$ cat src/sv/wavhdr_pkg.sv
package wavhdr_pkg;

  // parse phases
  localparam logic [2:0] PH_RIFF  = 3'd0;
  localparam logic [2:0] PH_RSIZE = 3'd1;
  localparam logic [2:0] PH_WAVE  = 3'd2;
  localparam logic [2:0] PH_ID    = 3'd3;
  localparam logic [2:0] PH_SIZE  = 3'd4;
  localparam logic [2:0] PH_FMT   = 3'd5;
  localparam logic [2:0] PH_SKIP  = 3'd6;
  localparam logic [2:0] PH_DONE  = 3'd7;

  // four-character tags as seen after little-endian assembly
  localparam logic [31:0] TAG_RIFF = 32'h4646_4952;
  localparam logic [31:0] TAG_WAVE = 32'h4556_4157;
  localparam logic [31:0] TAG_FMT  = 32'h2074_6D66;
  localparam logic [31:0] TAG_DATA = 32'h6174_6164;

  localparam logic [31:0] FMT_BODY     = 32'd16;
  localparam logic [4:0]  FMT_LAST_IDX = 5'd15;
  localparam logic [4:0]  WORD_LAST_IDX = 5'd3;
  localparam logic [15:0] BITS_8       = 16'd8;
  localparam logic [15:0] BITS_16      = 16'd16;
  localparam logic [15:0] FORMAT_PCM   = 16'd1;
  localparam logic [15:0] CHANNELS_MONO = 16'd1;

  // status codes
  localparam logic [2:0] ST_OK            = 3'd0;
  localparam logic [2:0] ST_NOT_RIFF      = 3'd1;
  localparam logic [2:0] ST_NOT_WAVE      = 3'd2;
  localparam logic [2:0] ST_CHUNK_MISSING = 3'd3;
  localparam logic [2:0] ST_NOT_PCM       = 3'd4;
  localparam logic [2:0] ST_UNSUP_BITS    = 3'd5;

  // format codes
  localparam logic [1:0] FC_MONO8    = 2'd0;
  localparam logic [1:0] FC_STEREO8  = 2'd1;
  localparam logic [1:0] FC_MONO16   = 2'd2;
  localparam logic [1:0] FC_STEREO16 = 2'd3;

  typedef struct packed {
    logic [2:0]  status;
    logic [1:0]  format_code;
    logic [31:0] sample_rate;
    logic [31:0] data_size;
    logic [31:0] data_offset;
  } wavhdr_result_t;

endpackage

$ cat src/sv/wavhdr_core.sv
module wavhdr_core (
  input  logic                       clk,
  input  logic                       rst,
  input  logic                       step,
  input  logic [7:0]                 file_byte,
  input  logic                       end_of_file,
  output logic                       emit,
  output wavhdr_pkg::wavhdr_result_t result
);

  logic [2:0]  phase, phase_next;
  logic [4:0]  idx, idx_next;
  logic [31:0] pos, pos_next;
  logic [31:0] remaining, remaining_next;
  logic [31:0] tag_shift, tag_shift_next;
  logic [31:0] word_shift, word_shift_next;
  logic [15:0] format_tag, format_tag_next;
  logic [15:0] channel_count, channel_count_next;
  logic [31:0] rate_seen, rate_seen_next;
  logic [15:0] sample_bits, sample_bits_next;
  logic [31:0] size_seen, size_seen_next;
  logic [31:0] offset_seen, offset_seen_next;
  logic        fmt_seen, fmt_seen_next;
  logic        data_seen, data_seen_next;
  logic        reported, reported_next;

  logic [2:0]  emit_status;
  logic [1:0]  emit_code;
  logic [2:0]  final_status;
  logic [1:0]  final_code;
  logic        hit_final;
  logic        hit_error;
  logic [2:0]  error_status;

  // verdict on the captured fmt fields, taken from the updated values
  always_comb begin
    final_status = wavhdr_pkg::ST_UNSUP_BITS;
    final_code   = wavhdr_pkg::FC_MONO8;
    if (format_tag_next != wavhdr_pkg::FORMAT_PCM) begin
      final_status = wavhdr_pkg::ST_NOT_PCM;
    end else if (sample_bits_next == wavhdr_pkg::BITS_8) begin
      final_status = wavhdr_pkg::ST_OK;
      final_code   = (channel_count_next == wavhdr_pkg::CHANNELS_MONO) ?
                     wavhdr_pkg::FC_MONO8 : wavhdr_pkg::FC_STEREO8;
    end else if (sample_bits_next == wavhdr_pkg::BITS_16) begin
      final_status = wavhdr_pkg::ST_OK;
      final_code   = (channel_count_next == wavhdr_pkg::CHANNELS_MONO) ?
                     wavhdr_pkg::FC_MONO16 : wavhdr_pkg::FC_STEREO16;
    end
  end

  always_comb begin
    phase_next         = phase;
    idx_next           = idx;
    remaining_next     = remaining;
    tag_shift_next     = tag_shift;
    word_shift_next    = word_shift;
    format_tag_next    = format_tag;
    channel_count_next = channel_count;
    rate_seen_next     = rate_seen;
    sample_bits_next   = sample_bits;
    size_seen_next     = size_seen;
    offset_seen_next   = offset_seen;
    fmt_seen_next      = fmt_seen;
    data_seen_next     = data_seen;
    hit_final          = 1'b0;
    hit_error          = 1'b0;
    error_status       = wavhdr_pkg::ST_CHUNK_MISSING;

    unique case (phase)
      wavhdr_pkg::PH_RIFF, wavhdr_pkg::PH_WAVE, wavhdr_pkg::PH_ID: begin
        tag_shift_next = {file_byte, tag_shift[31:8]};
        idx_next       = idx + 5'd1;
        if (idx == wavhdr_pkg::WORD_LAST_IDX) begin
          idx_next = '0;
          if (phase == wavhdr_pkg::PH_RIFF) begin
            if (tag_shift_next != wavhdr_pkg::TAG_RIFF) begin
              hit_error    = 1'b1;
              error_status = wavhdr_pkg::ST_NOT_RIFF;
            end else begin
              phase_next = wavhdr_pkg::PH_RSIZE;
            end
          end else if (phase == wavhdr_pkg::PH_WAVE) begin
            if (tag_shift_next != wavhdr_pkg::TAG_WAVE) begin
              hit_error    = 1'b1;
              error_status = wavhdr_pkg::ST_NOT_WAVE;
            end else begin
              phase_next = wavhdr_pkg::PH_ID;
            end
          end else begin
            phase_next = wavhdr_pkg::PH_SIZE;
          end
        end
      end
      wavhdr_pkg::PH_RSIZE: begin
        idx_next = idx + 5'd1;
        if (idx == wavhdr_pkg::WORD_LAST_IDX) begin
          idx_next   = '0;
          phase_next = wavhdr_pkg::PH_WAVE;
        end
      end
      wavhdr_pkg::PH_SIZE: begin
        word_shift_next = {file_byte, word_shift[31:8]};
        idx_next        = idx + 5'd1;
        if (idx == wavhdr_pkg::WORD_LAST_IDX) begin
          idx_next = '0;
          if (tag_shift == wavhdr_pkg::TAG_FMT) begin
            if (word_shift_next < wavhdr_pkg::FMT_BODY) begin
              hit_error    = 1'b1;
              error_status = wavhdr_pkg::ST_CHUNK_MISSING;
            end else begin
              remaining_next = word_shift_next - wavhdr_pkg::FMT_BODY;
              phase_next     = wavhdr_pkg::PH_FMT;
            end
          end else begin
            if (tag_shift == wavhdr_pkg::TAG_DATA) begin
              size_seen_next   = word_shift_next;
              offset_seen_next = pos + 32'd1;
              data_seen_next   = 1'b1;
            end
            if (tag_shift == wavhdr_pkg::TAG_DATA && fmt_seen) begin
              hit_final = 1'b1;
            end else begin
              remaining_next = word_shift_next;
              phase_next     = (word_shift_next == '0) ? wavhdr_pkg::PH_ID :
                               wavhdr_pkg::PH_SKIP;
            end
          end
        end
      end
      wavhdr_pkg::PH_FMT: begin
        unique case (idx)
          5'd0:  format_tag_next[7:0]     = file_byte;
          5'd1:  format_tag_next[15:8]    = file_byte;
          5'd2:  channel_count_next[7:0]  = file_byte;
          5'd3:  channel_count_next[15:8] = file_byte;
          5'd4:  rate_seen_next[7:0]      = file_byte;
          5'd5:  rate_seen_next[15:8]     = file_byte;
          5'd6:  rate_seen_next[23:16]    = file_byte;
          5'd7:  rate_seen_next[31:24]    = file_byte;
          5'd14: sample_bits_next[7:0]    = file_byte;
          5'd15: sample_bits_next[15:8]   = file_byte;
          default: ;
        endcase
        idx_next = idx + 5'd1;
        if (idx == wavhdr_pkg::FMT_LAST_IDX) begin
          idx_next      = '0;
          fmt_seen_next = 1'b1;
          if (data_seen) begin
            hit_final = 1'b1;
          end else begin
            phase_next = (remaining == '0) ? wavhdr_pkg::PH_ID : wavhdr_pkg::PH_SKIP;
          end
        end
      end
      wavhdr_pkg::PH_SKIP: begin
        remaining_next = remaining - 32'd1;
        if (remaining_next == '0) begin
          phase_next = wavhdr_pkg::PH_ID;
        end
      end
      wavhdr_pkg::PH_DONE: ;
      default: ;
    endcase

    pos_next      = pos + 32'd1;
    reported_next = reported;
    emit          = 1'b0;
    emit_status   = error_status;
    emit_code     = wavhdr_pkg::FC_MONO8;

    priority if (hit_final) begin
      emit        = 1'b1;
      emit_status = final_status;
      emit_code   = final_code;
    end else if (hit_error) begin
      emit        = 1'b1;
    end else if (end_of_file && !reported) begin
      // file ended before a verdict
      emit = 1'b1;
      if (phase_next == wavhdr_pkg::PH_RIFF) begin
        emit_status = wavhdr_pkg::ST_NOT_RIFF;
      end else if (phase_next == wavhdr_pkg::PH_RSIZE ||
                   phase_next == wavhdr_pkg::PH_WAVE) begin
        emit_status = wavhdr_pkg::ST_NOT_WAVE;
      end else begin
        emit_status = wavhdr_pkg::ST_CHUNK_MISSING;
      end
    end
    if (hit_final || hit_error) begin
      reported_next = 1'b1;
      phase_next    = wavhdr_pkg::PH_DONE;
    end
  end

  assign result.status      = emit_status;
  assign result.format_code = emit_code;
  assign result.sample_rate = rate_seen_next;
  assign result.data_size   = size_seen_next;
  assign result.data_offset = offset_seen_next;

  always_ff @(posedge clk) begin
    if (rst || (step && end_of_file)) begin
      phase         <= wavhdr_pkg::PH_RIFF;
      idx           <= '0;
      pos           <= '0;
      remaining     <= '0;
      tag_shift     <= '0;
      word_shift    <= '0;
      format_tag    <= '0;
      channel_count <= '0;
      rate_seen     <= '0;
      sample_bits   <= '0;
      size_seen     <= '0;
      offset_seen   <= '0;
      fmt_seen      <= 1'b0;
      data_seen     <= 1'b0;
      reported      <= 1'b0;
    end else if (step) begin
      phase         <= phase_next;
      idx           <= idx_next;
      pos           <= pos_next;
      remaining     <= remaining_next;
      tag_shift     <= tag_shift_next;
      word_shift    <= word_shift_next;
      format_tag    <= format_tag_next;
      channel_count <= channel_count_next;
      rate_seen     <= rate_seen_next;
      sample_bits   <= sample_bits_next;
      size_seen     <= size_seen_next;
      offset_seen   <= offset_seen_next;
      fmt_seen      <= fmt_seen_next;
      data_seen     <= data_seen_next;
      reported      <= reported_next;
    end
  end

  a_reported_done: assert property (@(posedge clk) disable iff (rst)
    reported == (phase == wavhdr_pkg::PH_DONE))
    else $error("reported flag and done phase disagree");

  a_idx_range: assert property (@(posedge clk) disable iff (rst)
    (phase != wavhdr_pkg::PH_FMT) |-> (idx <= wavhdr_pkg::WORD_LAST_IDX))
    else $error("field index out of range outside fmt body");

  a_skip_nonzero: assert property (@(posedge clk) disable iff (rst)
    (phase == wavhdr_pkg::PH_SKIP) |-> (remaining != '0))
    else $error("skip phase with nothing left to skip");

endmodule

$ cat src/sv/wav_riff_header_parser.sv
// a byte is held in the input register and its result, if any, in the output register
// throughput: one byte per cycle while the output is not stalled; the whole per-byte
// update is one pass of the core logic. A result waiting in the output register holds
// the byte in the input register, so the input stalls as soon as that register is full
// rst is synchronous, active high, and clears all parse state and both valid flags
// after the end-of-file byte the parser returns to its reset state on its own
module wav_riff_header_parser (
  input  logic        clk,
  input  logic        rst,
  input  logic        in_valid,
  output logic        in_ready,
  input  logic [7:0]  file_byte,
  input  logic        end_of_file,
  output logic        out_valid,
  input  logic        out_ready,
  output logic [2:0]  status,
  output logic [1:0]  format_code,
  output logic [31:0] sample_rate,
  output logic [31:0] data_size,
  output logic [31:0] data_offset
);

  logic                       held_valid;
  logic [7:0]                 held_byte;
  logic                       held_eof;
  logic                       advance;
  logic                       emit;
  wavhdr_pkg::wavhdr_result_t result;

  // held request moves into the core when the result slot can take it
  assign advance  = held_valid && (!out_valid || out_ready);
  assign in_ready = !held_valid || advance;

  always_ff @(posedge clk) begin
    if (rst) begin
      held_valid <= 1'b0;
    end else if (in_ready) begin
      held_valid <= in_valid;
    end
  end

  always_ff @(posedge clk) begin
    if (in_valid && in_ready) begin
      held_byte <= file_byte;
      held_eof  <= end_of_file;
    end
  end

  wavhdr_core u_core (
    .clk         (clk),
    .rst         (rst),
    .step        (advance),
    .file_byte   (held_byte),
    .end_of_file (held_eof),
    .emit        (emit),
    .result      (result)
  );

  always_ff @(posedge clk) begin
    if (rst) begin
      out_valid <= 1'b0;
    end else if (advance && emit) begin
      out_valid <= 1'b1;
    end else if (out_ready) begin
      out_valid <= 1'b0;
    end
  end

  always_ff @(posedge clk) begin
    if (advance && emit) begin
      status      <= result.status;
      format_code <= result.format_code;
      sample_rate <= result.sample_rate;
      data_size   <= result.data_size;
      data_offset <= result.data_offset;
    end
  end

  a_stall_holds: assert property (@(posedge clk) disable iff (rst)
    (held_valid && out_valid && !out_ready) |=> held_valid)
    else $error("held request lost while result stalled");

  a_error_code: assert property (@(posedge clk) disable iff (rst)
    (out_valid && status != wavhdr_pkg::ST_OK) |-> (format_code == wavhdr_pkg::FC_MONO8))
    else $error("format code set on an error result");

  a_no_overwrite: assert property (@(posedge clk) disable iff (rst)
    (out_valid && !out_ready) |=> $stable(data_offset) && $stable(status))
    else $error("pending result overwritten");

endmodule
$ cat config.mk
export PLATFORM = sky130hd
export DESIGN_NAME = wav_riff_header_parser
export DESIGN_NICKNAME = d
export VERILOG_FILES = /design/src/sv/wavhdr_pkg.sv /design/src/sv/wavhdr_core.sv /design/src/sv/wav_riff_header_parser.sv
export SDC_FILE = /design/constraint.sdc
export NUM_CORES = 1
export LEC_CHECK = 0
export BUFFER_PORTS_ARGS = -buffer_cell sky130_fd_sc_hd__buf_2
export CORE_UTILIZATION = 65
export CTS_CLUSTER_DIAMETER = 120
export DETAILED_ROUTE_END_ITERATION = 16
export GPL_TIMING_DRIVEN = 0
export PLACE_DENSITY = 0.82
export SLEW_MARGIN = 0
export SYNTH_ARGS = -nofsm -noshare
export SYNTH_HDL_FRONTEND = slang
export SYNTH_SLANG_ARGS = --single-unit
$ cat constraint.sdc
create_clock -name clk -period 13.1 [get_ports clk]
set_input_delay 1.31 -clock clk [delete_from_list [all_inputs] [get_ports clk]]
set_output_delay 1.31 -clock clk [all_outputs]
set_load 0.05 [all_outputs]
==> results of run 1 <==
## logic make-up after synthesis
kind of cell / after synthesis / share of synthesized area [%]
buffers and inverters: 162 / 3.811
AOI/OAI and AO/OA: 348 / 11.29
DFF: 387 / 50.00
muxes: 109 / 6.639
xor gates and xnor gates: 98 / 4.850
adders and majority gates: 10 / 0.7070
and+or+nand+nor: 864 / 22.70
## power groups by stage
| stage | clock, mW | sequential, mW | combinational (mW) |
|---|---|---|---|
| 2_1_floorplan | 0 | 1.30 | 0.0799 |
| 3_3_place_gp | 0 | 1.29 | 0.151 |
| 3_5_place_dp | 0 | 1.29 | 0.155 |
| 4_1_cts | 1.12 | 1.26 | 0.156 |
| 5_1_grt | 1.16 | 1.26 | 0.168 |
| 6_report | 1.11 | 1.26 | 0.160 |
## cells in the final DEF, fill, tap and decap left out, types with 6 or more instances in the layout
master       n
o21ai_0     63
xor2_1      51
a31oi_1     14
clkinv_2     7
mux2i_1     42
mux2_2      67
dfxtp_1    277
nor3_1      70
edfxtp_1   110
clkbuf_1   124
a211oi_1    15
o211ai_1     6
xnor2_1     47
and3_1      18
ha_1        10
nand2_1    321
or4_1       13
nand2b_1    16
o22ai_1      8
and2_1       8
inv_1       19
buf_1       10
clkbuf_16   41
nor4b_1      7
nand4_1     31
nor2_1     247
nand3b_1     9
buf_2      128
nor4_1      30
a21oi_1    199
nand3_1     47
## how the worst min path moves through the flow
stage,from,end
floorplan,u_core.tag_shift[2],u_core.tag_shift[2]
global placement,u_core.rate_seen[5],u_core.rate_seen[5]
detailed placement,u_core.rate_seen[1],u_core.rate_seen[1]
CTS,u_core.rate_seen[1],u_core.rate_seen[1]
global route,u_core.rate_seen[10],u_core.rate_seen[10]
finish,u_core.rate_seen[1],u_core.rate_seen[1]
## routing by layer
metal / track usage [%] / routed length (um)
met5: 0 / 0
met4: 16.99 / 2259
met3: 5.157 / 4308
met2: 60.80 / 24330
met1: 47.60 / 20760
## cell type report
class,instances,area [um2],area share (%)
plain buffers,141,595.6,2.979
clock inverters,15,142.6,0.7133
multi-input cells,1429,8174,40.88
well taps,341,426.7,2.134
clock buffers,59,1124,5.619
inverters,21,81.33,0.4067
repair buffers,116,603.1,3.016
flip-flops and latches,387,8848,44.25
## sequential cells by signal, indices dropped and copies added (netlist names), 24 cells and up
| name | flops |
|---|---|
| data_offset | 32 |
| data_size | 32 |
| sample_rate | 32 |
| u_core.offset_seen | 32 |
| u_core.pos | 32 |
| u_core.rate_seen | 32 |
| u_core.remaining | 32 |
| u_core.size_seen | 32 |
| u_core.tag_shift | 32 |
| u_core.word_shift | 24 |
## critical path, cell delays in order (launching register included)
cell and delay, ps:
dfxtp_1 420, ha_1 290, nor4b_4 480, nand3_1 240, nor4b_2 720, a32oi_1 290, and3_1 290, a21o_1 220
inv_4 320, buf_16 360
==> results.sh, run 1 <==
export IMPL_synth_seq_area_share_pct=50.00
export IMPL_worst_pin_slew_ps=1150
export IMPL_vias=15710
export IMPL_antenna_cells=0
export IMPL_grt_pass1_wl_mm=80.65
export IMPL_cts_tree="done"
export IMPL_r2r_end="data_size[0]"
export IMPL_synth_top_area_share_pct=31.33
export IMPL_path_class="reg -> reg"
export IMPL_cp_required_ps=13290
export IMPL_final_max_slew_violation_count=0
export IMPL_synth_nets=2001
export IMPL_worst_hold_slack_ps=455.2
export IMPL_postSynthCellCount=1978
export IMPL_drive_gt1_share_pct=13.24
export IMPL_wire_per_inst_um=20.59
export IMPL_core_area_mm2=0.02680
export IMPL_slew_limit_headroom_pct=22.63
export IMPL_hold_buffers=0
export IMPL_die_area_mm2=0.02789
export IMPL_pwr_share_clk_pct=43.9
export IMPL_num_rows=60
export IMPL_fin_setup_tns_ps=0
export IMPL_synth_cell_types=72
export IMPL_switching_share_pct=24.65
export IMPL_final_core_util_pct=74.61
export IMPL_syn_area_per_cell_um2=8.947
export IMPL_clockBufferDepth=3
export IMPL_routed_wirelength_mm=51.66
export IMPL_dp_final_hpwl_mm=35.62
export IMPL_fp_dieW_um=167.0
export IMPL_grt_usage_pct=36.69
export IMPL_area_growth_synth_to_final_pct=12.99
export IMPL_synth_area_leader_cell="dfxtp_1"
export IMPL_cts_setup_buffers=0
export IMPL_cp_startpoint="u_core.idx[1]"
export IMPL_outcome="complete, no violations"
export IMPL_clock_sinks=387
export IMPL_io_buffer_count=115
export IMPL_power_density_mw_per_mm2=126.6
export IMPL_cp_start_kind="flop"
export IMPL_antenna_found_initial=0
export IMPL_initial_utilization_pct=66.03
export IMPL_dpl_cell_count=2435
export IMPL_fin_crit_sh_pct=31.23
export IMPL_clkTransAtPathRegs_ps=60
export IMPL_r2r_start="u_core.idx[1]"
export IMPL_power_frac_comb_pct=6.3
export IMPL_cts_inserted_buffers=40
export IMPL_arrival_ps=4280
export IMPL_final_nets=2159
export IMPL_synthFlopType="dfxtp_1"
export IMPL_synthArstFlopShare_pct=0
export IMPL_die_h_um=167.0
export IMPL_grt_overflow=0
export IMPL_dp_slack_ps=8711
export IMPL_stdcell_count=2509
export IMPL_grt_pass1_vias=14860
export IMPL_synth_edf_count=110
export IMPL_ios=116
export IMPL_synth_most_common_cell="nand2_1"
export IMPL_synthTopCellsByCount="321 x nand2_1, 277 x dfxtp_1, 247 x nor2_1"
export IMPL_finClkSkew_ps=17.60
export IMPL_drtPass1Iterations=8
export IMPL_viasPerCell=6.260
export IMPL_design_area_mm2=0.02000
export IMPL_reg2reg_depth=9
export IMPL_ant_nets=0
export IMPL_nFillCells=1936
export IMPL_hold_class="reg -> reg"
export IMPL_cp_max_fo=77
export IMPL_rsz0062_at_grt="no"
export IMPL_routabilityCongestion=1.024
export IMPL_switchingPower_mw=0.6244
export IMPL_hold_depth=2
export IMPL_setup_slack_ps=9009
export IMPL_p_int_mw=1.908
export IMPL_vdd_ir_drop_max_mv=0.09230
export IMPL_min_period_ps=4091
export IMPL_setup_viol=0
export IMPL_synth_area_mm2=0.01770
export IMPL_grt_start_max_net_pins=78
export IMPL_final_hold_violation_count=0
export IMPL_drc=0
export IMPL_ys_seq_elements=387
export IMPL_power_leakage_nw=7.251
export IMPL_first_iter_violations=1713
export IMPL_power_total_mw=2.532
export IMPL_htree_levels=2
export IMPL_pwr_share_seq_pct=49.7
export IMPL_endpoint_kind="flop"
export IMPL_yosys_warnings=0
export IMPL_r2r_slack_ps=9010
export IMPL_drv_cap=0
export IMPL_fmax_mhz=244.4
export IMPL_clk_latency_ps=550
export IMPL_dpl_cell_area_mm2=0.01873
export IMPL_root_buffer="clkbuf_16"
export IMPL_cts_resized=0
export IMPL_cp_endpoint="data_size[0]"
export IMPL_yosys_top_cells_area="dfxtp_1 31%, edfxtp_1 19%, nand2_1 6.8%"
Power figures use the tool's default switching activity.
==> run 2, diff against run 1 <==
--- a/config.mk
+++ b/config.mk
@@ -6,11 +6,11 @@
 export NUM_CORES = 1
 export LEC_CHECK = 0
 export BUFFER_PORTS_ARGS = -buffer_cell sky130_fd_sc_hd__buf_2
-export CORE_UTILIZATION = 65
+export CORE_UTILIZATION = 55
 export CTS_CLUSTER_DIAMETER = 120
 export DETAILED_ROUTE_END_ITERATION = 16
 export GPL_TIMING_DRIVEN = 0
-export PLACE_DENSITY = 0.82
+export PLACE_DENSITY = 0.73
 export SLEW_MARGIN = 0
 export SYNTH_ARGS = -nofsm -noshare
 export SYNTH_HDL_FRONTEND = slang
==> constraint.sdc (replaced) <==
create_clock -name clk -period 3.7 [get_ports clk]
set_input_delay 0.37 -clock clk [delete_from_list [all_inputs] [get_ports clk]]
set_output_delay 0.37 -clock clk [all_outputs]
set_load 0.05 [all_outputs]
==> results.sh, run 2 (same netlist as run 1, synthesis figures left out) <==
export IMPL_setup_viol=0
export IMPL_drv_cap=0
export IMPL_antenna_cells=0
export IMPL_power_density_mw_per_mm2=450.7
export IMPL_antenna_found_initial=0
export IMPL_first_iter_violations=1375
export IMPL_cp_max_fo=49
export IMPL_worst_pin_slew_ps=1209
export IMPL_grt_usage_pct=30.64
export IMPL_grtUsageMet2_pct=50.28
export IMPL_crit_family="simple AND/OR/NAND/NOR gates"
export IMPL_stdcell_count=2574
export IMPL_layout_common_cells="321 x nand2_1, 277 x dfxtp_1, 247 x nor2_1"
export IMPL_cp_required_ps=3910
export IMPL_arrival_ps=3790
export IMPL_fp_dieW_um=181.4
export IMPL_rsz0062_at_grt="no"
export IMPL_use_met3_pct=4.172
export IMPL_fin_crit_sh_pct=96.57
export IMPL_cp_start_kind="flop"
export IMPL_ant_nets=0
export IMPL_endpoint_kind="flop"
export IMPL_vdd_ir_drop_max_mv=0.2976
export IMPL_grt_pass1_vias=14300
export IMPL_clkTransAtPathRegs_ps=60
export IMPL_clock_sinks=387
export IMPL_viasPerCell=5.956
export IMPL_design_area_mm2=0.02020
export IMPL_final_max_slew_violation_count=0
export IMPL_hold_class="in -> reg"
export IMPL_routed_wirelength_mm=51.03
export IMPL_core_area_mm2=0.03164
export IMPL_min_period_ps=3573
export IMPL_root_buffer="clkbuf_16"
export IMPL_cts_tree="done"
export IMPL_slew_limit_headroom_pct=18.77
export IMPL_num_rows=65
export IMPL_routabilityCongestion=0.9513
export IMPL_die_h_um=181.4
export IMPL_path_cells="nor4bb_1 > nand3_1 > clkbuf_1 > nor3_2 > nand4_1 > and3_1 > a21o_1 > clkinvlp_4 > buf_12"
export IMPL_drc=0
export IMPL_outcome="complete, no violations"
export IMPL_clockBufferDepth=3
export IMPL_dp_final_hpwl_mm=35.69
export IMPL_crit_path_max_incr_delay_ps=630
export IMPL_clk_latency_ps=540
export IMPL_final_hold_violation_count=0
export IMPL_initial_utilization_pct=55.94
export IMPL_critPathBufInv=3
export IMPL_slowest_stage="nor3_2"
export IMPL_grt_pass1_wl_mm=79.10
export IMPL_drive_gt1_share_pct=13.67
export IMPL_hold_depth=1
export IMPL_grt_start_max_net_pins=50
export IMPL_dpl_cell_area_mm2=0.01884
export IMPL_wire_per_inst_um=19.82
export IMPL_io_buffer_count=115
export IMPL_die_area_mm2=0.03290
export IMPL_grtUsageMet1_pct=41.20
export IMPL_vias=15330
export IMPL_cts_inserted_buffers=41
export IMPL_ios=116
export IMPL_drtPass1Iterations=5
export IMPL_finClkSkew_ps=14.73
export IMPL_final_nets=2163
export IMPL_nFillCells=2575
export IMPL_area_growth_synth_to_final_pct=14.13
export IMPL_power_leakage_nw=7.307
export IMPL_htree_levels=2
export IMPL_path_class="reg -> reg"
export IMPL_dpl_cell_count=2497
export IMPL_reg2reg_depth=9
export IMPL_top_usage_layer="met2"
export IMPL_final_common_cell="nand2_1"
export IMPL_grt_overflow=0
export IMPL_fmax_mhz=279.9
export IMPL_path_depth=9
[run 2: changes by cell type in the layout (fill, tap and decap cells not counted), moves of 2 or more]
cell / previous run / this run
clkbuf_1: 124 / 120
clkinvlp_4: 1 / 5
bufinv_16: 1 / 3
inv_16: 2 / 0
nor3_1: 70 / 68
nor3_2: 0 / 2
[run 2: layout make-up]
cell class	instances	area (um2)	share of cell area (%)
sequential	387	8848	43.81
multi-input combinational	1429	8199	40.60
clock buffer	57	1139	5.637
timing repair buffer	119	640.6	3.172
buffer	141	595.6	2.949
tap	402	503.0	2.490
clock inverter	18	188.9	0.9354
inverter	21	82.58	0.4089
[run 2: stage by stage]
| step | setup TNS (ps) | power [mW] | hold WS (ps) | setup WS [ps] | utilization [%] |
|---|---|---|---|---|---|
| 3_3_place_gp | -135880 | 5.094 | 437.4 | -1353 | 59.39 |
| 6_report | 0 | 9.103 | 9.777 | 127.0 | 63.84 |
| 5_1_grt | 0 | 9.325 | 1.456 | 49.08 | 63.84 |
| 2_1_floorplan | 0 | 4.902 | 431.2 | 18.90 | - |
| 3_5_place_dp | -9691 | 5.106 | 443.1 | -111.6 | 59.55 |
| 4_1_cts | 0 | 9.108 | 1.172 | 149.4 | 63.82 |
[run 2: final timing paths]
| path | startpoint | end | slack [ps] |
|---|---|---|---|
| max reg2reg | u_core.tag_shift[9] | sample_rate[2] | 130 |
| max | u_core.tag_shift[9] | sample_rate[2] | 130 |
| min | file_byte[3] | held_byte[3] | 10 |
| min reg2reg | u_core.tag_shift[6] | u_core.tag_shift[6] | 450 |
[run 2: power breakdown]
group          leakage, nW  switching, mW  internal (mW)
Sequential            3.34         0.0420           4.42
Clock                0.643           1.70           2.37
Combinational         3.33          0.438          0.131
Total                 7.31           2.18           6.92
[run 2: timing repair]
item / CTS / global route
setup endpoints to repair: 93 / 92
pin swaps: 0 / 1
buffers inserted: 0 / 1
hold endpoints to repair: 1 / 0
hold buffers: 1 / 0
resized for setup: 2 / 0
[run 2: per-layer routing]
layer,wire length (um),vias up
met5,0,-
met4,1833,0
li1,-,7245
met2,23870,621
met1,21830,7339
met3,3492,127
